==> src/sv/bdd_pkg.sv <==
// shared types and constants of the block delta dedup table
package bdd_pkg;

	localparam int BLOCK_BYTES = 16;
	localparam int TABLE_SLOTS = 4096;
	localparam int POS_W       = (BLOCK_BYTES > 1) ? $clog2(BLOCK_BYTES) : 1;
	localparam int PAT_W       = 8 * BLOCK_BYTES;
	localparam int SLOT_W      = $clog2(TABLE_SLOTS);
	localparam int CNT_W       = 13;

	typedef struct packed {
		logic [7:0] pixel;
		logic       clear_table;
	} pix_t;

	typedef struct packed {
		logic             pattern_is_new;
		logic             table_full;
		logic [CNT_W-1:0] unique_count;
	} res_t;

	typedef struct packed {
		logic              we;
		logic              re;
		logic [SLOT_W-1:0] addr;
	} mem_req_t;

endpackage

==> src/sv/bdd_pattern.sv <==
// gathers bytes into a block and builds its delta pattern
module bdd_pattern (
	input  logic                      clk,
	input  logic                      arst_n,
	input  logic                      take,
	input  bdd_pkg::pix_t             pix,
	output logic                      blk_done,
	output logic [bdd_pkg::PAT_W-1:0] pat_q
);
	import bdd_pkg::*;

	logic [POS_W-1:0] pos_q;
	logic [POS_W-1:0] pos;
	logic [7:0]       prev_q;
	logic             last;

	assign pos      = pix.clear_table ? '0 : pos_q;
	assign last     = (pos == POS_W'(BLOCK_BYTES - 1));
	assign blk_done = take && last;

	always_ff @(posedge clk or negedge arst_n) begin
		if (!arst_n) begin
			pos_q <= '0;
		end else if (take) begin
			pos_q <= last ? '0 : pos + POS_W'(1);
		end
	end

	// entry 0 is zero, later entries are byte minus previous byte
	always_ff @(posedge clk) begin
		if (take) begin
			prev_q <= pix.pixel;
			if (pos == '0) begin
				pat_q <= '0;
			end else begin
				pat_q[8*pos +: 8] <= pix.pixel - prev_q;
			end
		end
	end

endmodule

==> config.mk <==
export PLATFORM = sky130hd
export DESIGN_NAME = bdd_pattern
export DESIGN_NICKNAME = d
export VERILOG_FILES = /design/src/sv/bdd_pkg.sv /design/src/sv/bdd_pattern.sv
export SDC_FILE = /design/constraint.sdc
export NUM_CORES = 1
export LEC_CHECK = 0
export BUFFER_PORTS_ARGS = -buffer_cell sky130_fd_sc_hd__buf_2
export CORE_MARGIN = 4
export CORE_UTILIZATION = 40
export DETAILED_ROUTE_END_ITERATION = 6
export PLACE_DENSITY = 0.71
export SLEW_MARGIN = 20
export SYNTH_ARGS = -nofsm -noshare
export SYNTH_HDL_FRONTEND = slang
export SYNTH_SLANG_ARGS = --single-unit
==> constraint.sdc <==
create_clock -name clk -period 5.51 [get_ports clk]
set_input_delay 0.551 -clock clk [delete_from_list [all_inputs] [get_ports clk]]
set_output_delay 0.551 -clock clk [all_outputs]
set_load 0.01 [all_outputs]
# After elaboration in Yosys (flattened, before gate mapping)
# Index checks and enable logic that the tools add are counted.
# word_totals
reg_bits	140
out_inout_bits	129
elab_cells	14
input_bits	12
# op_classes
add_sub_neg	3
n_mux	3
shift	2
n_eq_ne	1
n_reduce_logical	2
# op_table
cell	count
$bwmux W128	1
$shift A8 B34 Y128 const A	1
$shiftx A8 B34 Y128	1
$neg A7 Y34	1
$mux W4	2
$sub A8 B8 Y8	1
$add A4 B1 Y4 const B	1
$eq A4 B4 Y1 const B	1
$logic_not A4 Y1	1
$logic_and A1 B1 Y1	1

# Longest topological paths before layout
# Gate-level depths: netlist (run 1).
# logic_depth
word_depth	4
mapped_depth	9
mapped_depth_nobuf	9

# Least setup slack after synthesis (run 1)
# No wires, ideal clock.
# synth_timing
path_type	input to register
start	input pix[0] (netlist name)
end	register pat_q[19] (netlist name) (data pin)
t_arrival_ns	2.275
setup_time_ns	0.277
n_path_buf	3
stages	8
setup_slack_ns	2.958
required_ns	5.233
cell_sequence	buf_6 or2_2 ha_1 clkbuf_1 nand3_1 clkbuf_1 nand3_1 o41ai_1
# synth_via
elab_chain_cells	4
elab_cells_between_ends	6
classes_between	add/sub (1); shift (2); mux (2); reduce/logical (1)
# synth_lines
element	line	rtl
start, declared	bdd_pattern.sv:6	input bdd_pkg::pix_t pix,
$mux W4 (*)	bdd_pattern.sv:17	assign pos = pix.clear_table ? '0 : pos_q;
$neg A7 Y34	bdd_pattern.sv:36	pat_q[8*pos +: 8] <= pix.pixel - prev_q;
$shiftx A8 B34 Y128 or $shift A8 B34 Y128 (tied branches)	bdd_pattern.sv:36	
$bwmux W128	bdd_pattern.sv:36	
end signal, assigned by index	bdd_pattern.sv:36	
end, declared	bdd_pattern.sv:8	output logic [bdd_pkg::PAT_W-1:0] pat_q
# Every way passes the cells marked *; elsewhere a longest branch is shown, timed or not.
# A chain may end at the register's enable or synchronous reset.

# Worst setup path in the final report (run 1)
# layout_timing
start	register prev_q[2]
end	register pat_q[79] (netlist name) (data pin)
# layout_via
elab_chain_cells	3
# layout_lines
element	line	rtl
start, declared	bdd_pattern.sv:14	logic [7:0] prev_q;
start signal, assigned	bdd_pattern.sv:32	prev_q <= pix.pixel;
$sub A8 B8 Y8	bdd_pattern.sv:36	
$shiftx A8 B34 Y128	bdd_pattern.sv:36	
$bwmux W128	bdd_pattern.sv:36	
# No other way between the ends.

==> results of run 1 <==
## registers in the layout (all words and copies together), names as in the netlist
signal and flops:
pat_q 128, pos_q 4, prev_q 8
## layer usage
metal | part of all wire [%] | vias up | routed length (µm)
li1 | - | 2428 | -
met1 | 42 | 2508 | 7400
met2 | 51 | 197 | 8930
met3 | 6.3 | 18 | 1110
met4 | 1.0 | 2 | 178
met5 | 0.040 | - | 7
## cell families (layout without fill, tap and decap cells)
logic type	after synthesis	after routing	share of synthesized area, %
flops	140	140	61.8
simple gates	190	190	15.5
buf+inv	56	190	3.53
fa+ha+maj	15	15	2.88
compound gates	151	151	15.1
xor+xnor	6	6	1.05
mux	1	1	0.148
## worst max-delay path by stage
stage	slack [ns]	depth (start not counted)	end
floorplan	2.96	8	pat_q[19]$_SDFFCE_PN0P_
global placement	2.30	7	pat_q[127]$_SDFFCE_PN0P_
detailed placement	2.19	7	pat_q[127]$_SDFFCE_PN0P_
CTS	2.45	7	pat_q[127]$_SDFFCE_PN0P_
global route	2.37	7	pat_q[31]$_SDFFCE_PN0P_
finish	2.55	7	pat_q[79]$_SDFFCE_PN0P_
## final cells by class
cell class / count / area (µm²) / area share (%)
Sequential cell: 140 / 4180 / 50.3
Multi-Input combinational cell: 363 / 2380 / 28.6
Timing Repair Buffer: 145 / 747 / 8.99
Clock buffer: 18 / 429 / 5.16
Tap cell: 220 / 275 / 3.31
Clock inverter: 14 / 248 / 2.98
Inverter: 13 / 48.8 / 0.587
## power groups by stage
stage	logic [W]	clock network [W]	registers, W
finish	0.000615	0.00132	0.00139
global route	0.000674	0.00139	0.00140
CTS	0.000622	0.00133	0.00139
detailed placement	0.000620	0	0.00141
global placement	0.000602	0	0.00140
floorplan	0.000335	0	0.00144
## repair_timing
item,4_1_cts,5_1_grt
hold buffers,1,0
resized for setup,0,0
endpoints found under the setup margin,0,0
hold endpoints to repair,4,0
## layout by cell type (no fill, tap or decap), types with 4 or more instances in the layout
cell type / n
bufinv_16: 7
inv_1: 13
a21oi_1: 6
nand3b_1: 9
nand2b_1: 12
o21a_1: 8
dfrtp_1: 4
o31ai_1: 30
o41ai_1: 14
clkbuf_16: 17
nand3_1: 131
nor2_1: 8
ha_1: 14
o21ai_1: 15
buf_4: 4
or2_2: 8
o31ai_2: 4
a21o_1: 5
nand2_1: 7
buf_2: 139
edfxtp_1: 136
o21ai_0: 56
## stage by stage
step	cells	cell area (µm²)	utilization, %	setup slack, ns	hold slack (ns)
floorplan	559	6770	-	2.96	0.255
global placement	880	7630	46.0	2.30	0.360
detailed placement	880	7630	46.0	2.19	0.365
CTS	913	8310	50.1	2.45	0.304
global route	913	8310	50.1	2.37	0.300
finish	913	8310	50.1	2.55	0.318
==> impl_metrics.csv, run 1 <==
group,metric,value,unit
status,outcome,"finished, final reports clean",
critical_path,r2r_start,"prev_q[2]$_DFFE_PP_",
power,p_per_area,399,mW/mm²
logic_synthesis,synth_seq_area_share,61.8,%
critical_path,cp_cell_sequence,"inv_1 > ha_1 > o21ai_1 > a21oi_2 > a221oi_2 > xnor2_2 > o31ai_1",
die,rows,47,
place,gp_congestion,0.867,
cts,ctsHtreeMaxLevel,4,
logic_synthesis,ys_types,49,
cells_and_area,n_antenna_cell,0,
critical_path,regToRegEndpoint,"pat_q[79]$_SDFFCE_PN0P_",
logic_synthesis,syn-num-nets,586,
global_route,busiest_layer,"met2",
timing,tns,0,ns
cts,cts_tree,"built",
logic_synthesis,post_synth.cell_area_avg,12.1,µm²
logic_synthesis,synth_top_area_share,60.3,%
die,chipWidth,138,µm
critical_path,crit_slowest_cell,"xnor2_2",
timing,max_clock_freq,338,MHz
cts,path_clk_slew,0.06,ns
timing,min_period_over_period,53.7,%
cts,clk_latency,0.43,ns
cts,clock-sinks,140,
timing,fin_crit,2.96,ns
global_route,met1_usage,22.9,%
drt,ant_nets,0,
hold_path,min_path_type,"in -> reg",
logic_synthesis,yosysTopAreaCell,"edfxtp_1",
drt,wirelength,17600,µm
die,initial_core_util,40.8,%
timing,hold_viol,0,
timing,rsz0062_at_grt,"false",
critical_path,cp-startpoint,"prev_q[2]$_DFFE_PP_",
logic_synthesis,synth.most_common_cell,"edfxtp_1",
critical_path,cp_top_family,"compound AO/OA/AOI/OAI gates",
die,core-area,0.0166,mm²
logic_synthesis,synth_area,0.00677,mm²
power,swShare,27.3,%
drt,wire_per_inst,19.3,µm
timing,max_slew_margin,33.2,%
logic_synthesis,ys_top_cells_by_count,"136 x edfxtp_1, 131 x nand3_1, 56 x o21ai_0",
logic_synthesis,synth.ff_latch_count,140,
cts,cts_buffers,17,
cells_and_area,fill_cells,1507,
power,p_seq_share,41.9,%
drt,initialDrtViolationCount,441,
critical_path,cp_data_arrival_time,3.09,ns
hold_path,hp-start,"pix[1]",
logic_synthesis,synth_ff_type,"edfxtp_1",
cells_and_area,area_delta_synth_final,22.7,%
power,p_int,0.00242,W
power,vdd_drop_max,0.228,mV
drt,detail_route.vias_per_cell,5.64,
power,comb_power_share,18.5,%
cells_and_area,layout-drive-gt1-share,28.9,%
critical_path,cp_data_required_time,5.64,ns
logic_synthesis,synthArstFlopShare,2.86,%
global_route,met3_usage,5.04,%
critical_path,reg2regPathDepth,7,
power,total_power,0.00332,W
logic_synthesis,synthCells,559,
cells_and_area,fin_nets,707,
logic_synthesis,synth_area_leaders,"edfxtp_1 60%, nand3_1 9.7%, o21ai_0 4.1%",
global_route,grt_pass1_wl,27100,µm
drt,firstDrtPassIters,7,
power,power.switching,0.000905,W
cts,clockBufferDepth,2,
timing,drv_slew,0,
critical_path,slowest_delay,0.76,ns
power,p_clk_share,39.6,%
timing,fin_worst_skew,0.00671,ns
place,hpwlAfterDp,11900,µm
power,p_leak,3.22,nW
critical_path,critPathMaxFanout,16,
critical_path,path_buf_inv,1,
die,die_h,138,µm
timing,worst_pin_slew,0.994,ns
global_route,grt.total_usage,17.9,%
global_route,grt_max_degree,78,
critical_path,rrSetupSlack,2.55,ns
timing,setup_viol,0,
die,die-area,0.0191,mm²
die,io_pins,141,
cts,cts_root_buf,"clkbuf_16",
logic_synthesis,synth_edf_count,136,
drt,drc,0,
global_route,antenna_found_initial,1,
hold_path,min_to,"prev_q[0]$_DFFE_PP_",
logic_synthesis,synth_warnings,0,
drt,vias,5153,
critical_path,timing_worst_setup_path_type,"reg -> reg",
critical_path,start_kind,"flip-flop",
hold_path,hold_depth,1,
run,max_cap_violations,0,
place,portBuffers,140,
critical_path,end_kind,"flip-flop",
global_route,met2_usage,30.0,%
global_route,grt_pass1_vias,4803,
global_route,grt_overflow,0,
cts,post_cts_buffers,0,
(Power assumes the default switching activity.)
==> run 2, diff against run 1 <==
ABC_AREA = 1   (was default)
clock period = 3 ns   (was 5.51 ns; I/O delays follow)
==> run 2 against run 1 <==
  * Flip-flop and latch count did not move
  * Count of clock-buffer cells in the layout up 4
  * First-iteration DRC count grew 13%
  * Clock skew grew 0.0031 ns
  * Final cell count is 23% higher
  * Wire length is 6.2% higher
  * Total power rose by 69%
  * Via count grew 11%
  * Synthesized cell count grew 31%
  * Area after synthesis up 3.9%
  * Cell area is 4.3% higher
  * Critical path type unchanged
==> impl_metrics.csv, run 2 <==
group,metric,value,unit
status,outcome,"finished, final reports clean",
place,placed_area,0.00805,mm²
die,die_h,141,µm
run,max_cap_violations,0,
logic_synthesis,synthCells,733,
drt,wire_per_inst,16.7,µm
drt,firstDrtPassIters,5,
drt,vias,5697,
global_route,grt_max_degree,90,
cts,cts_buffers,17,
die,initial_core_util,40.7,%
critical_path,crit_top_cell,"inv_1",
drt,wirelength,18700,µm
cells_and_area,mostFrequentLayoutCells,"202 x nand2_1, 139 x buf_2, 136 x edfxtp_1, 119 x nand3_1, 61 x inv_1",
power,p_per_area,648,mW/mm²
cells_and_area,instances_no_fill,1122,
timing,max_clock_freq,387,MHz
timing,rsz0062_at_grt,"false",
logic_synthesis,synth_compound_area_share,5.26,%
place,gp_congestion,0.850,
cts,post_cts_buffers,0,
logic_synthesis,synth_area,0.00704,mm²
cells_and_area,largest_reg_flops,128,
timing,layout_setup_ws,0.417,ns
power,vdd_drop_max,0.453,mV
power,p_leak,3.82,nW
cells_and_area,fin_area,0.00867,mm²
logic_synthesis,synth_top_family_by_area,"simple AND/OR/NAND/NOR gates",
critical_path,crit_slowest_cell,"ha_1",
place,place_ws,0.384,ns
cells_and_area,layout-drive-gt1-share,24.6,%
critical_path,cp_data_arrival_time,2.75,ns
cells_and_area,final_common_cell,"nand2_1",
cts,ctsHtreeMaxLevel,4,
cells_and_area,fin_nets,911,
global_route,antenna_found_initial,0,
global_route,grt_pass1_wl,29800,µm
global_route,grt.total_usage,19.1,%
logic_synthesis,synthArstFlopShare,2.86,%
logic_synthesis,synth.most_common_cell,"nand2_1",
die,io_pins,141,
drt,initialDrtViolationCount,498,
logic_synthesis,synth_ff_type,"edfxtp_1",
cells_and_area,reg.largest.list,"pat_q (128), prev_q (8), pos_q (4)",
critical_path,start_kind,"flip-flop",
critical_path,critPathMaxFanout,14,
logic_synthesis,synth_adder_area_share,2.77,%
logic_synthesis,synth-xor-area-share,0.622,%
cts,clk_latency,0.43,ns
global_route,grt_overflow,0,
critical_path,slowest_delay,0.38,ns
drt,detail_route.vias_per_cell,5.08,
cells_and_area,area_delta_synth_final,23.1,%
critical_path,cp_cell_sequence,"inv_1 > nor2_1 > inv_1 > ha_1 > nor2_4 > nand4_2 > nor2_2 > nand2_1 > nand3_1 > o21ai_1",
cts,cts_tree,"built",
cts,cts_hold_buffers,1,
timing,hold_viol,0,
cells_and_area,final_util,50.1,%
drt,drc,0,
critical_path,cp_top_family,"simple AND/OR/NAND/NOR gates",
logic_synthesis,synth.ff_latch_count,140,
timing,fin_worst_skew,0.00978,ns
die,core-area,0.0173,mm²
die,die-area,0.0198,mm²
logic_synthesis,synth_warnings,0,
logic_synthesis,synth_area_leaders,"edfxtp_1 58%, nand2_1 11%, nand3_1 8.5%",
timing,fin_crit,2.58,ns
critical_path,end_kind,"flip-flop",
logic_synthesis,synth_seq_area_share,59.4,%
logic_synthesis,syn-num-nets,760,
critical_path,timing_worst_setup_path_type,"reg -> reg",
critical_path,cp_data_required_time,3.16,ns
timing,tns,0,ns
cts,clockBufferDepth,2,
timing,max_slew_margin,55.6,%
logic_synthesis,ys_types,33,
logic_synthesis,yosysTopAreaCell,"edfxtp_1",
cts,post_cts_resized,0,
drt,ant_nets,0,
logic_synthesis,muxShareOfSynthArea,0,%
place,portBuffers,140,
cts,cts_root_buf,"clkbuf_16",
cts,path_clk_slew,0.06,ns
die,chipWidth,141,µm
cells_and_area,top_register,"pat_q",
timing,drv_slew,0,
logic_synthesis,ys_top_cells_by_count,"202 x nand2_1, 136 x edfxtp_1, 119 x nand3_1",
cells_and_area,n_antenna_cell,0,
logic_synthesis,yosys.area_share.simple,26.1,%
place,dp.cells,1089,
critical_path,path_buf_inv,2,
timing,min_period_over_period,86.1,%
hold_path,min_path_type,"in -> reg",
timing,setup_viol,0,
logic_synthesis,synth_top_area_share,58.0,%
logic_synthesis,synth_edf_count,136,
place,hpwlAfterDp,13500,µm
logic_synthesis,post_synth.cell_area_avg,9.60,µm²
timing,worst_pin_slew,0.665,ns
global_route,grt_pass1_vias,5404,
cts,clock-sinks,140,
die,rows,48,
[run 2: cell count changes in the layout (fill, tap and decap cells not counted), sizes merged, moves of 12 or more]
| cell | change |
|---|---|
| o31ai | -34 |
| nor2 | +39 |
| o41ai | -15 |
| nand2b | -12 |
| nand2 | +199 |
| buf | +16 |
| inv | +57 |
[run 2: logic make-up (layout without fill, tap and decap cells)]
family	Yosys count	after routing
xor+xnor	5	5
compound gates	74	74
fa+ha+maj	15	15
simple gates	400	400
buf+inv	99	263
flops	140	140
[run 2: final cells by class]
cell class / instances / area [µm²]
fillers: 1651 / 8630
inverters: 70 / 265
flip-flops and latches: 140 / 4180
repair buffers: 161 / 876
well taps: 225 / 282
clock inverters: 10 / 140
clock buffers: 22 / 464
multi-input cells: 494 / 2460
[run 2: path summary, 6_finish.rpt]
kind / from / endpoint / slack (ns) / cells after the start
max: pos_q[1]$_DFFE_PN0P_ / pat_q[33]$_SDFFCE_PN0P_ / 0.42 / 10
min: pix[1] / prev_q[0]$_DFFE_PP_ / 0.06 / 1
max reg2reg: pos_q[1]$_DFFE_PN0P_ / pat_q[33]$_SDFFCE_PN0P_ / 0.42 / 10
min reg2reg: pos_q[3]$_DFFE_PN0P_ / pos_q[3]$_DFFE_PN0P_ / 0.56 / 2
max in group asynchronous: arst_n / pos_q[1]$_DFFE_PN0P_ / 2.68 / 2
min in group asynchronous: arst_n / pos_q[3]$_DFFE_PN0P_ / 0.20 / 2
[run 2: metrics by stage]
| step | power [W] | hold slack, ns |
|---|---|---|
| global route | 0.00586 | 0.0610 |
| global placement | 0.00348 | 0.107 |
| finish | 0.00561 | 0.0626 |
| floorplan | 0.00308 | 0.00441 |
| CTS | 0.00566 | 0.0488 |
| detailed placement | 0.00350 | 0.112 |
[run 2: worst reg2reg max path, cell delays in order (launching register included)]
cell     delay, ns
dfrtp_1       0.36
inv_1         0.06
nor2_1        0.28
inv_1         0.12
ha_1          0.38
nor2_4        0.17
nand4_2       0.17
nor2_2        0.16
nand2_1       0.33
nand3_1       0.20
o21ai_1       0.08
[run 2: routing by layer]
| metal | wire length [µm] | track usage [%] | vias up |
|---|---|---|---|
| li1 | - | - | 2816 |
| met1 | 8460 | 27.4 | 2638 |
| met2 | 8620 | 28.9 | 217 |
| met3 | 1330 | 4.65 | 26 |
| met4 | 308 | 5.97 | 0 |
| met5 | 0 | 0 | - |
[run 2: where the power goes]
group / switching (W) / total [W] / internal (W) / leakage, nW
sequential: 0.0000979 / 0.00247 / 0.00237 / 1.44
clock: 0.000808 / 0.00216 / 0.00135 / 0.286
combinational: 0.000668 / 0.000986 / 0.000318 / 2.09
