<file path="src/sv/bdd_pkg.sv">
// shared types and constants of the block delta dedup table
package bdd_pkg;

	localparam int BLOCK_BYTES = 16;
	localparam int TABLE_SLOTS = 4096;
	localparam int POS_W       = (BLOCK_BYTES > 1) ? $clog2(BLOCK_BYTES) : 1;
	localparam int PAT_W       = 8 * BLOCK_BYTES;
	localparam int SLOT_W      = $clog2(TABLE_SLOTS);
	localparam int CNT_W       = 13;

	typedef struct packed {
		logic [7:0] pixel;
		logic       clear_table;
	} pix_t;

	typedef struct packed {
		logic             pattern_is_new;
		logic             table_full;
		logic [CNT_W-1:0] unique_count;
	} res_t;

	typedef struct packed {
		logic              we;
		logic              re;
		logic [SLOT_W-1:0] addr;
	} mem_req_t;

endpackage

</file>
<file path="src/sv/bdd_probe.sv">
// linear probe sequencer with one shared pattern compare
module bdd_probe (
	input  logic                      clk,
	input  logic                      arst_n,
	input  logic                      start,
	input  logic                      clr,
	input  logic [bdd_pkg::CNT_W-1:0] cap,
	input  logic [bdd_pkg::PAT_W-1:0] pat,
	input  logic [bdd_pkg::PAT_W-1:0] rdata,
	input  logic                      post_ok,
	output bdd_pkg::mem_req_t         req,
	output logic                      busy,
	output logic                      res_valid,
	output bdd_pkg::res_t             res
);
	import bdd_pkg::*;

	localparam logic [1:0] ST_IDLE = 2'd0;
	localparam logic [1:0] ST_RD   = 2'd1;
	localparam logic [1:0] ST_CMP  = 2'd2;

	logic [1:0]       state_q;
	logic [1:0]       state_d;
	logic [CNT_W-1:0] slot_q;
	logic [CNT_W-1:0] count_q;
	logic [CNT_W-1:0] cap_eff;
	logic             hit;
	logic             ins;
	logic             step;

	assign cap_eff = (cap > CNT_W'(TABLE_SLOTS)) ? CNT_W'(TABLE_SLOTS) : cap;
	assign hit     = (rdata == pat);
	assign busy    = (state_q != ST_IDLE);

	always_comb begin
		state_d   = state_q;
		req       = '0;
		req.addr  = slot_q[SLOT_W-1:0];
		res_valid = 1'b0;
		res       = '0;
		ins       = 1'b0;
		step      = 1'b0;
		case (state_q)
			ST_IDLE: begin
				if (start) begin
					state_d = ST_RD;
				end
			end
			ST_RD: begin
				if (slot_q >= cap_eff) begin
					res.table_full   = 1'b1;
					res.unique_count = count_q;
					if (post_ok) begin
						res_valid = 1'b1;
						state_d   = ST_IDLE;
					end
				end else if (slot_q >= count_q) begin
					res.pattern_is_new = 1'b1;
					res.unique_count   = count_q + CNT_W'(1);
					if (post_ok) begin
						res_valid = 1'b1;
						ins       = 1'b1;
						req.we    = 1'b1;
						state_d   = ST_IDLE;
					end
				end else begin
					req.re  = 1'b1;
					state_d = ST_CMP;
				end
			end
			ST_CMP: begin
				if (hit) begin
					res.unique_count = count_q;
					if (post_ok) begin
						res_valid = 1'b1;
						state_d   = ST_IDLE;
					end
				end else begin
					step    = 1'b1;
					state_d = ST_RD;
				end
			end
			default: begin
				state_d = ST_IDLE;
			end
		endcase
	end

	always_ff @(posedge clk or negedge arst_n) begin
		if (!arst_n) begin
			state_q <= ST_IDLE;
			slot_q  <= '0;
			count_q <= '0;
		end else begin
			state_q <= state_d;
			if (start) begin
				slot_q <= '0;
			end else if (step) begin
				slot_q <= slot_q + CNT_W'(1);
			end
			if (clr) begin
				count_q <= '0;
			end else if (ins) begin
				count_q <= count_q + CNT_W'(1);
			end
		end
	end

endmodule

</file>
<file path="config.mk">
export PLATFORM = sky130hd
export DESIGN_NAME = bdd_probe
export DESIGN_NICKNAME = d
export VERILOG_FILES = /design/src/sv/bdd_pkg.sv /design/src/sv/bdd_probe.sv
export SDC_FILE = /design/constraint.sdc
export NUM_CORES = 1
export LEC_CHECK = 0
export BUFFER_PORTS_ARGS = -buffer_cell sky130_fd_sc_hd__buf_2
export CAP_MARGIN = 0
export CORE_MARGIN = 8
export CORE_UTILIZATION = 25
export CTS_CLUSTER_SIZE = 24
export DETAILED_ROUTE_END_ITERATION = 8
export PLACE_DENSITY_LB_ADDON = 0.2
export SLEW_MARGIN = 20
export SYNTH_ARGS = -nofsm -noshare
export SYNTH_HDL_FRONTEND = slang
export SYNTH_SLANG_ARGS = --single-unit
</file>
<file path="constraint.sdc">
create_clock -name clk -period 3.6 [get_ports clk]
set_input_delay 0.54 -clock clk [delete_from_list [all_inputs] [get_ports clk]]
set_output_delay 0.54 -clock clk [all_outputs]
set_load 0.005 [all_outputs]
</file>
Yosys cells after proc, flatten, opt, wreduce, memory -nomap -nowiden:

Index checks and enable logic that the tools add are counted.

* flip-flop bits (word level): 28
* latch bits: 0
* RAM bits: 0
* bits in read-only memories: 0
* input port bits: 274
* logic and storage cells: 47
* memories: 0

* add/sub/neg operators: 2
* $mul: 0
* div/mod/pow operators: 0
* order comparisons: 3
* equality and inequality tests: 4
* shift-type cells: 0
* multiplexer cells: 31
* bitwise gates (word level): 0
* reductions and logical operators: 4

Operator list (number)
* $eq A128 B128 Y1: 1
* $mux W13: 8
* $add A13 B1 Y13 const B: 2
* $ge A13 B13 Y1: 2
* $pmux W13 S2: 1
* $mux W2: 8
* $gt A13 B13 Y1 const B: 1
* $mux W1: 12
* $pmux W2 S3: 1
* $reduce_bool A2 Y1: 3
* $eq A2 B1 Y1 const B: 1
* $eq A2 B2 Y1 const B: 1
* $logic_not A2 Y1: 1
* $ne A2 B2 Y1 const B: 1
* $pmux W1 S2: 1

Depth between registers and ports, before layout:

Gate-level depths: netlist of run 1.

* depth in word-level cells: 7
* gate-level depth with buffers: 13

Least setup slack after synthesis of run 1:

Ideal clock, no wire load.

* kind: input-to-output
* from: in cap[12] (netlist name)
* to: out res[2] (netlist name)
* arrival time: 2.785 ns
* required time: 3.060 ns
* path slack: 0.275 ns
* cell stages on the path: 12
* path buffers: 2
* cell sequence: inv_1 -> clkbuf_1 -> nand2_1 -> ha_1 -> a21oi_2 -> o21ai_1 -> a2111oi_2 -> nand2_1 -> nand2_1 -> buf_2 -> nand3_1 -> a221oi_1

RTL lines
* start, declared: line bdd_probe.sv:7 `input logic [bdd_pkg::CNT_W-1:0] cap,`
* end, declared: line bdd_probe.sv:14 `output bdd_pkg::res_t res`

==> results of run 1 <==
## layout make-up
cell class / count / area [um^2]
clock buffers: 3 / 75.1
repair buffers: 321 / 1660
inverters: 27 / 105
multi-input cells: 433 / 3240
flip-flops and latches: 28 / 701
diodes: 1 / 2.50
well taps: 220 / 275
repair inverters: 1 / 7.51
fillers: 1761 / 10300
## state kept, by name, indices dropped and copies added (netlist names)
name,count
slot_q,13
state_q,2
count_q,13
## worst min-delay path by stage
stage,start,endpoint,depth (start not counted)
finish,arst_n,slot_q[10]$_DFFE_PN0P_,1
global route,arst_n,slot_q[11]$_DFFE_PN0P_,1
CTS,arst_n,slot_q[10]$_DFFE_PN0P_,1
detailed placement,count_q[6]$_DFFE_PN0P_,count_q[6]$_DFFE_PN0P_,2
global placement,count_q[6]$_DFFE_PN0P_,count_q[6]$_DFFE_PN0P_,2
floorplan,arst_n,count_q[0]$_DFFE_PN0P_,0
## report_power, final
| part | total, W | internal (W) | switching, W |
|---|---|---|---|
| combinational | 0.000713 | 0.000326 | 0.000388 |
| clock | 0.000259 | 0.000148 | 0.000111 |
| sequential | 0.000343 | 0.000325 | 0.0000177 |
## cells in the final DEF (no fill, tap or decap), drive strengths merged, types with 13 or more instances in the layout
cell,Yosys,final
ha,32,32
nor2,22,22
buf,17,321
o21ai,15,15
inv,27,26
o31ai,13,13
a21oi,29,29
dfrtp,28,28
nand2,32,32
nand3,23,23
nand4,41,41
xnor2,129,129
## stage by stage
| stage | cells | setup TNS [ns] | power, W | utilization, % |
|---|---|---|---|---|
| 2_1_floorplan | 516 | 0 | 0.000717 | - |
| 3_3_place_gp | 1026 | 0 | 0.00106 | 36.0 |
| 3_5_place_dp | 1026 | -0.00570 | 0.00106 | 36.0 |
| 4_1_cts | 1029 | 0 | 0.00132 | 36.5 |
| 5_1_grt | 1033 | 0 | 0.00140 | 36.9 |
| 6_report | 1034 | 0 | 0.00132 | 37.0 |
## worst register-to-register path: cells and delay by family (launching register included)
kind | cells | cell delay, ns
and+or+nand+nor | 4 | 0.92
buffers and inverters | 2 | 0.38
AOI/OAI and AO/OA | 3 | 0.73
DFF | 1 | 0.41
adders and majority gates | 1 | 0.33
## what timing repair did
item	4_1_cts	5_1_grt
endpoints found under the setup margin	1	14
gates cloned	0	1
gates resized for setup	1	8
setup buffers	0	3
pin swaps	0	2
## cell families (layout without fill, tap and decap cells)
| family | count (synthesis) | after routing | share of synthesized area [%] |
|---|---|---|---|
| simple gates | 168 | 168 | 21.8 |
| xor+xnor | 131 | 131 | 27.6 |
| compound gates | 99 | 99 | 16.9 |
| buf+inv | 55 | 352 | 6.35 |
| fa+ha+maj | 32 | 32 | 9.63 |
| flops | 28 | 28 | 16.9 |
| mux | 3 | 3 | 0.782 |
| other cells | 0 | 1 | 0 |
## routing by layer
layer  track usage (%)  routed length [um]
met1              20.6                7860
met2              34.8               10800
met4              2.21                 139
met5                 0                  51
met3              4.79                1670
==> impl_metrics.tcl, run 1 <==
set metrics [dict create \
    outcome "complete, no violations" \
    drtIter0Drc 186 \
    clock_latency_ns 0.26 \
    rsz0062_at_grt "false" \
    min_period_ns 3.41 \
    endpoint_kind "output pin" \
    reg2reg_from "slot_q[8]$_DFFE_PN0P_" \
    timing.hold.ws_ns 0.313 \
    clock_path_buffers 2 \
    r2r_setup_slack_ns 0.75 \
    final_area_um2 6060 \
    cp.depth 13 \
    fin_worst_skew_ns 0.00317 \
    reg2reg_depth 10 \
    grtUsageTotal_pct 18.4 \
    syn-cell-area_um2 4160 \
    path_clk_slew_ns 0.07 \
    start_kind "input port" \
    yosysUniqueCellTypes 48 \
    cts-root-buf "clkbuf_16" \
    p_leak_nw 2.79 \
    cpPeakStageDelay_ns 0.31 \
    dr_total_vias 4943 \
    synth_warnings 0 \
    fp.dieW_um 145 \
    drv_cap 0 \
    cp_max_fo 27 \
    critPathMostFrequentCell "nand2_1" \
    min_path_type "in -> async" \
    ys.flop_type "dfrtp_1" \
    drt_wl_total_mm 20.5 \
    yosys-top-cells-count "xnor2_1 (129), nand4_1 (41), ha_1 (32), nand2_1 (32), dfrtp_1 (28)" \
    overflow 0 \
    cp.required_ns 3.06 \
    pwr_density_cell_nw_per_um2 217 \
    max-vdd-ir-drop_mv 0.181 \
    ys_seq_area_share_pct 16.9 \
    place_ws_ns -0.00570 \
    io_pins 305 \
    fp-row-count 47 \
    die_area_um2 21000 \
    dieHeight_um 145 \
    synth_top_area_cell "xnor2_1" \
    ys_ff_latch 28 \
    worstMarginPinSlew_ns 0.920 \
    clock-sinks 28 \
    firstDrtPassIters 4 \
    grt_max_degree 29 \
    synth_edf_count 0 \
    ys_async_sr_fraction_pct 100 \
    initial_core_util_pct 25.3 \
    post_dp_cell_area_um2 5910 \
    timing.final.crit_share_pct 94.8 \
    synth_area_leaders "xnor2_1 (27%), dfrtp_1 (17%), ha_1 (9.6%)" \
    grt_pass1_vias 5032 \
    drt-wirelength-per-cell_um 19.8 \
    cts_made_buffers 3 \
    hold_viol_final 0 \
    synthCells 516 \
    drc 0 \
    cts_hold_buf 0 \
    setup_viol_count_final 0 \
    nets 1121 \
    crit_end "res[4]" \
    arrival_ns 2.87 \
    setup_ws_ns 0.188 \
    critPathBufInv 4 \
    yosysTopAreaCellShare_pct 27.2 \
    drv_slew 0 \
    antenna_found_initial 7 \
    place_hpwl_mm 18.4 \
    crit_chain "buf_2 > clkinvlp_4 > nand2_1 > ha_1 > and4_4 > and3_1 > a221oi_2 > nand2_1 > nand2_1 > buf_12 > nand3_1 > a221oi_2 > buf_2" \
    design.core.area_um2 16400 \
    r2r-end "count_q[10]$_DFFE_PN0P_" \
    relSlewSlack_pct 38.4 \
    synth.net_count 822 \
    fmax_mhz 293 \
    gp_congestion 0.837 \
    syn2layout_area_growth_pct 45.9 \
    drt.antenna.violating_nets 0 \
    io_buffers 304 \
    htreeDepth 1 \
    layout-drive-gt1-share_pct 42.4 \
    critPathSlowestCell "a221oi_2" \
    cp_top_family "simple AND/OR/NAND/NOR gates" \
    synth_area_per_cell_um2 8.06 \
    viasPerCell 4.78 \
    crit_type "in -> out" \
    crit_path_start "cap[12]" \
    cts_tree "done" \
    synth_most_common_cell "xnor2_1" \
    grt_pass1_wl_mm 30.2 \
]
Power figures use the tool's default switching activity.
==> inputs of run 2 (changes only) <==
SETUP_SLACK_MARGIN = 0.2   (was unset)
==> impl_metrics.tcl, run 2 (synthesis results as in run 1) <==
set metrics [dict create \
    design.core.area_um2 16400 \
    reg2reg_depth 10 \
    cp_max_fo 7 \
    io_buffers 304 \
    dieHeight_um 145 \
    switching_power_w 0.000533 \
    min_period_ns 3.34 \
    fp.dieW_um 145 \
    die_area_um2 21000 \
    setup_viol_count_final 0 \
    reg2reg_from "slot_q[5]$_DFFE_PN0P_" \
    rsz0062_at_grt "true" \
    clkPwrFrac_pct 19.3 \
    initial_core_util_pct 25.3 \
    final_core_util_pct 38.5 \
    grt_max_degree 29 \
    cp.required_ns 3.06 \
    layout-drive-gt1-share_pct 45.1 \
    crit_chain "buf_8 > clkinvlp_4 > nand2_2 > ha_4 > and4_4 > and3_4 > a221oi_2 > nand2_1 > nand2_4 > clkbuf_16 > buf_8 > a21oi_1 > a311oi_1 > buf_2" \
    fill_cells 1738 \
    cts_hold_buf 0 \
    swShare_pct 39.6 \
    cts-root-buf "clkbuf_16" \
    drv_cap 0 \
    timing.hold.ws_ns 0.315 \
    drv_slew 0 \
    r2r_setup_slack_ns 0.70 \
    cpPeakStageDelay_ns 0.26 \
    grt_pass1_vias 5044 \
    timing.final.crit_share_pct 92.7 \
    power_frac_seq_pct 25.4 \
    firstDrtPassIters 6 \
    fmax_mhz 300 \
    dr_total_vias 5038 \
    antenna_found_initial 7 \
    relSlewSlack_pct 38.1 \
    grt_pass1_wl_mm 30.2 \
    r2r-end "count_q[10]$_DFFE_PN0P_" \
    endpoint_kind "output pin" \
    drt_wl_total_mm 21.1 \
    syn2layout_area_growth_pct 51.8 \
    min_path_type "in -> async" \
    final_cell_count_no_fill 1041 \
    nets 1128 \
    outcome "complete, no violations" \
    internal-power_w 0.000815 \
    place_hpwl_mm 18.4 \
    max-vdd-ir-drop_mv 0.164 \
    clock_path_buffers 2 \
    crit_type "in -> out" \
    critPathMostFrequentCell "buf_8" \
    start_kind "input port" \
    drt.antenna.violating_nets 0 \
    reg_top3 "count_q (13), slot_q (13), state_q (2)" \
    gp_congestion 0.837 \
    clock_latency_ns 0.26 \
    cts_tree "done" \
    cts_made_buffers 3 \
    htreeDepth 1 \
    pwr_density_cell_nw_per_um2 214 \
    drtIter0Drc 217 \
    worstMarginPinSlew_ns 0.924 \
    grtUsageTotal_pct 18.4 \
    hold_viol_final 0 \
    final_cell_mix "buf_2 (303), xnor2_1 (129), nand4_1 (41), dfrtp_1 (28)" \
    overflow 0 \
    p_leak_nw 2.87 \
    arrival_ns 2.80 \
    drt-wirelength-per-cell_um 20.2 \
    fin_worst_skew_ns 0.00294 \
    dp.cells 1026 \
    drc 0 \
    fp-row-count 47 \
    p_comb_share_pct 55.3 \
    clock-sinks 28 \
    io_pins 305 \
    viasPerCell 4.84 \
    critPathSlowestCell "a221oi_2" \
    path_clk_slew_ns 0.07 \
    final_common_cell "buf_2" \
]
run 2: cell types whose count changed in the layout (fill, tap and decap cells not counted), moves of 2 or more:
cell	before	now
nand2_1	32	27
buf_6	0	4
ha_1	31	27
ha_4	1	5
nand2_2	0	4
a221oi_1	5	2
a221oi_2	6	9
a311oi_1	12	9
a311oi_2	0	3
buf_8	0	2
clkbuf_16	3	5
run 2: per-layer routing:
layer,part of all wire [%],track usage (%),up-vias
met3,7.2,4.79,21
met2,52,34.8,179
met4,0.71,2.21,8
met5,0.20,0,-
li1,-,-,2513
met1,39,20.7,2317
run 2: final cells by class:
class / count / area, um^2 / share of cell area [%]
antenna: 1 / 2.50 / 0.0397
clock buffer: 3 / 75.1 / 1.19
timing repair buffer: 328 / 1780 / 28.2
sequential: 28 / 701 / 11.1
multi-input combinational: 433 / 3360 / 53.3
inverter: 27 / 105 / 1.67
timing repair inverter: 1 / 7.51 / 0.119
tap: 220 / 275 / 4.36
run 2: repair_timing:
item	in CTS	in global routing
gates cloned	1	2
buffers inserted	2	6
pin swaps	1	23
endpoints found under the setup margin	13	15
resized for setup	4	36
run 2: worst max path at each step:
| stage | start | end | slack (ns) | depth (start not counted) |
|---|---|---|---|---|
| finish | cap[12] | res[0] | 0.26 | 14 |
| global placement | cap[12] | res[4] | 0.05 | 13 |
| CTS | cap[12] | res[3] | 0.21 | 13 |
| floorplan | cap[12] | res[2] | 0.28 | 12 |
| detailed placement | cap[12] | res[4] | -0.006 | 13 |
| global route | cap[12] | res[6] | 0.14 | 14 |
run 2: stage by stage:
step / instance area (um^2) / setup TNS [ns] / total power, W / worst slack [ns]
6_report: 6310 / 0 / 0.00135 / 0.263
5_1_grt: 6310 / 0 / 0.00143 / 0.138
4_1_cts: 6020 / 0 / 0.00132 / 0.214
3_5_place_dp: 5910 / -0.00570 / 0.00106 / -0.00570
3_3_place_gp: 5910 / 0 / 0.00106 / 0.0543
2_1_floorplan: 4160 / 0 / 0.000717 / 0.275
run 2: power groups by stage:
stage          Sequential (W)  Combinational (W)  Clock, W
2_1_floorplan        0.000344           0.000373         0
3_3_place_gp         0.000348           0.000707         0
3_5_place_dp         0.000348           0.000708         0
4_1_cts              0.000342           0.000717  0.000266
5_1_grt              0.000345           0.000814  0.000275
6_report             0.000343           0.000746  0.000260
run 2: critical path: cells and delay by family:
kind | cells | cell delay [ns]
adders and majority gates | 1 | 0.21
AOI/OAI and AO/OA | 3 | 0.58
buffers and inverters | 5 | 0.70
and+or+nand+nor | 5 | 0.75
==> inputs of run 3 (changes only) <==
CELL_PAD_IN_SITES_DETAIL_PLACEMENT = 0   (was unset)
CELL_PAD_IN_SITES_GLOBAL_PLACEMENT = 1   (was unset)
==> impl_metrics.tcl, run 3 (synthesis results as in run 1) <==
set metrics [dict create \
    dieHeight_um 145 \
    antenna_found_initial 9 \
    grt_max_degree 29 \
    drc 0 \
    final_common_cell "buf_2" \
    final_area_um2 6130 \
    max-vdd-ir-drop_mv 0.174 \
    cp.required_ns 3.06 \
    drt.antenna.violating_nets 0 \
    cts_hold_buf 0 \
    layout-drive-gt1-share_pct 42.8 \
    crit_type "in -> out" \
    crit_path_start "cap[12]" \
    cts_made_buffers 3 \
    grtUsageTotal_pct 19.7 \
    p_comb_share_pct 55.8 \
    post_dp_cell_area_um2 5890 \
    min_path_type "in -> async" \
    min_period_ns 3.28 \
    viasPerCell 4.95 \
    endpoint_kind "output pin" \
    seq_area_um2 704 \
    fp-row-count 47 \
    rsz0062_at_grt "true" \
    place_ws_ns 0.0637 \
    initial_core_util_pct 25.3 \
    fp.dieW_um 145 \
    fin_worst_skew_ns 0.00355 \
    drt-wirelength-per-cell_um 21.2 \
    nets 1123 \
    place_hpwl_mm 19.3 \
    dp.cells 1024 \
    cts-root-buf "clkbuf_16" \
    clock_latency_ns 0.27 \
    setup_viol_count_final 0 \
    drtIter0Drc 234 \
    drt_wl_total_mm 22.0 \
    gp_congestion 0.929 \
    cts_tree "done" \
    drv_slew 0 \
    clock-sinks 28 \
    fill_cells 1749 \
    hold_viol_final 0 \
    swShare_pct 39.4 \
    multi_input_comb_area_um2 3250 \
    firstDrtPassIters 5 \
    outcome "complete, no violations" \
    start_kind "input port" \
    setup_ws_ns 0.319 \
    reg_top3 "count_q (13), slot_q (13), state_q (2)" \
    overflow 0 \
    path_clk_slew_ns 0.07 \
    arrival_ns 2.74 \
    final_cell_count_no_fill 1041 \
    reg2reg_from "count_q[10]$_DFFE_PN0P_" \
    setup-tns-final_ns 0 \
    io_buffers 304 \
    dr_total_vias 5150 \
    clock_path_buffers 2 \
    switching_power_w 0.000541 \
    htreeDepth 1 \
    timing.final.crit_share_pct 91.1 \
    design.core.area_um2 16400 \
    p_leak_nw 2.84 \
    pwr_density_cell_nw_per_um2 224 \
    clkPwrFrac_pct 19.3 \
    worstMarginPinSlew_ns 0.700 \
    fmax_mhz 305 \
    cp_max_fo 13 \
    final_cell_mix "buf_2 (304), xnor2_1 (129), nand4_1 (41), ha_1 (31), nand2_1 (29)" \
    syn2layout_area_growth_pct 47.5 \
    grt_pass1_vias 5432 \
    power_w 0.00137 \
    io_pins 305 \
    relSlewSlack_pct 53.3 \
    drv_cap 0 \
    internal-power_w 0.000831 \
    die_area_um2 21000 \
    grt_pass1_wl_mm 32.3 \
    power_frac_seq_pct 24.9 \
]
[run 3: layer usage]
layer	vias up	track usage [%]	routed length, um
met3	18	5.88	1630
li1	2501	-	-
met2	188	38.1	11800
met4	6	3.89	318
met5	-	0	38
met1	2437	20.5	8220
[run 3: final cells by class]
| cell class | count | share of cell area [%] |
|---|---|---|
| Inverter | 27 | 1.69 |
| Timing Repair Buffer | 323 | 27.9 |
| Sequential cell | 28 | 11.5 |
| Clock buffer | 3 | 1.22 |
| Antenna cell | 6 | 0.245 |
| Tap cell | 220 | 4.49 |
| Multi-Input combinational cell | 434 | 52.9 |
[run 3: what timing repair did]
item	4_1_cts	5_1_grt
resized for setup	4	10
buffers inserted	0	5
cloned	0	3
setup endpoints to repair	12	13
pin swaps	2	5
[run 3: critical path, cell delays in order]
cell	delay (ns)
buf_2	0.12
inv_4	0.08
nand2_1	0.06
ha_1	0.29
and4_4	0.18
and3_1	0.19
a221oi_2	0.30
nand2_2	0.14
nand2_4	0.15
clkbuf_16	0.18
nand3_1	0.07
a221oi_1	0.28
buf_2	0.16
[run 3: worst paths after layout]
path	to	cells after the start	slack, ns
max	res[9]	13	0.32
min	count_q[7]$_DFFE_PN0P_	1	0.31
max reg2reg	count_q[5]$_DFFE_PN0P_	11	0.90
min reg2reg	count_q[12]$_DFFE_PN0P_	2	0.58
max in group asynchronous	slot_q[6]$_DFFE_PN0P_	1	2.79
min in group clk	count_q[12]$_DFFE_PN0P_	2	0.58
[run 3: per-stage QoR]
step	hold WS, ns	utilization (%)
5_1_grt	0.366	37.4
2_1_floorplan	0.244	-
3_5_place_dp	0.560	35.9
3_3_place_gp	0.548	35.9
4_1_cts	0.344	36.4
6_report	0.311	37.4
[run 3: power groups by stage]
stage	logic [W]	registers (W)	clock network, W
6_report	0.000766	0.000342	0.000266
5_1_grt	0.000836	0.000344	0.000283
4_1_cts	0.000701	0.000341	0.000274
3_5_place_dp	0.000690	0.000347	0
3_3_place_gp	0.000677	0.000347	0
2_1_floorplan	0.000373	0.000344	0
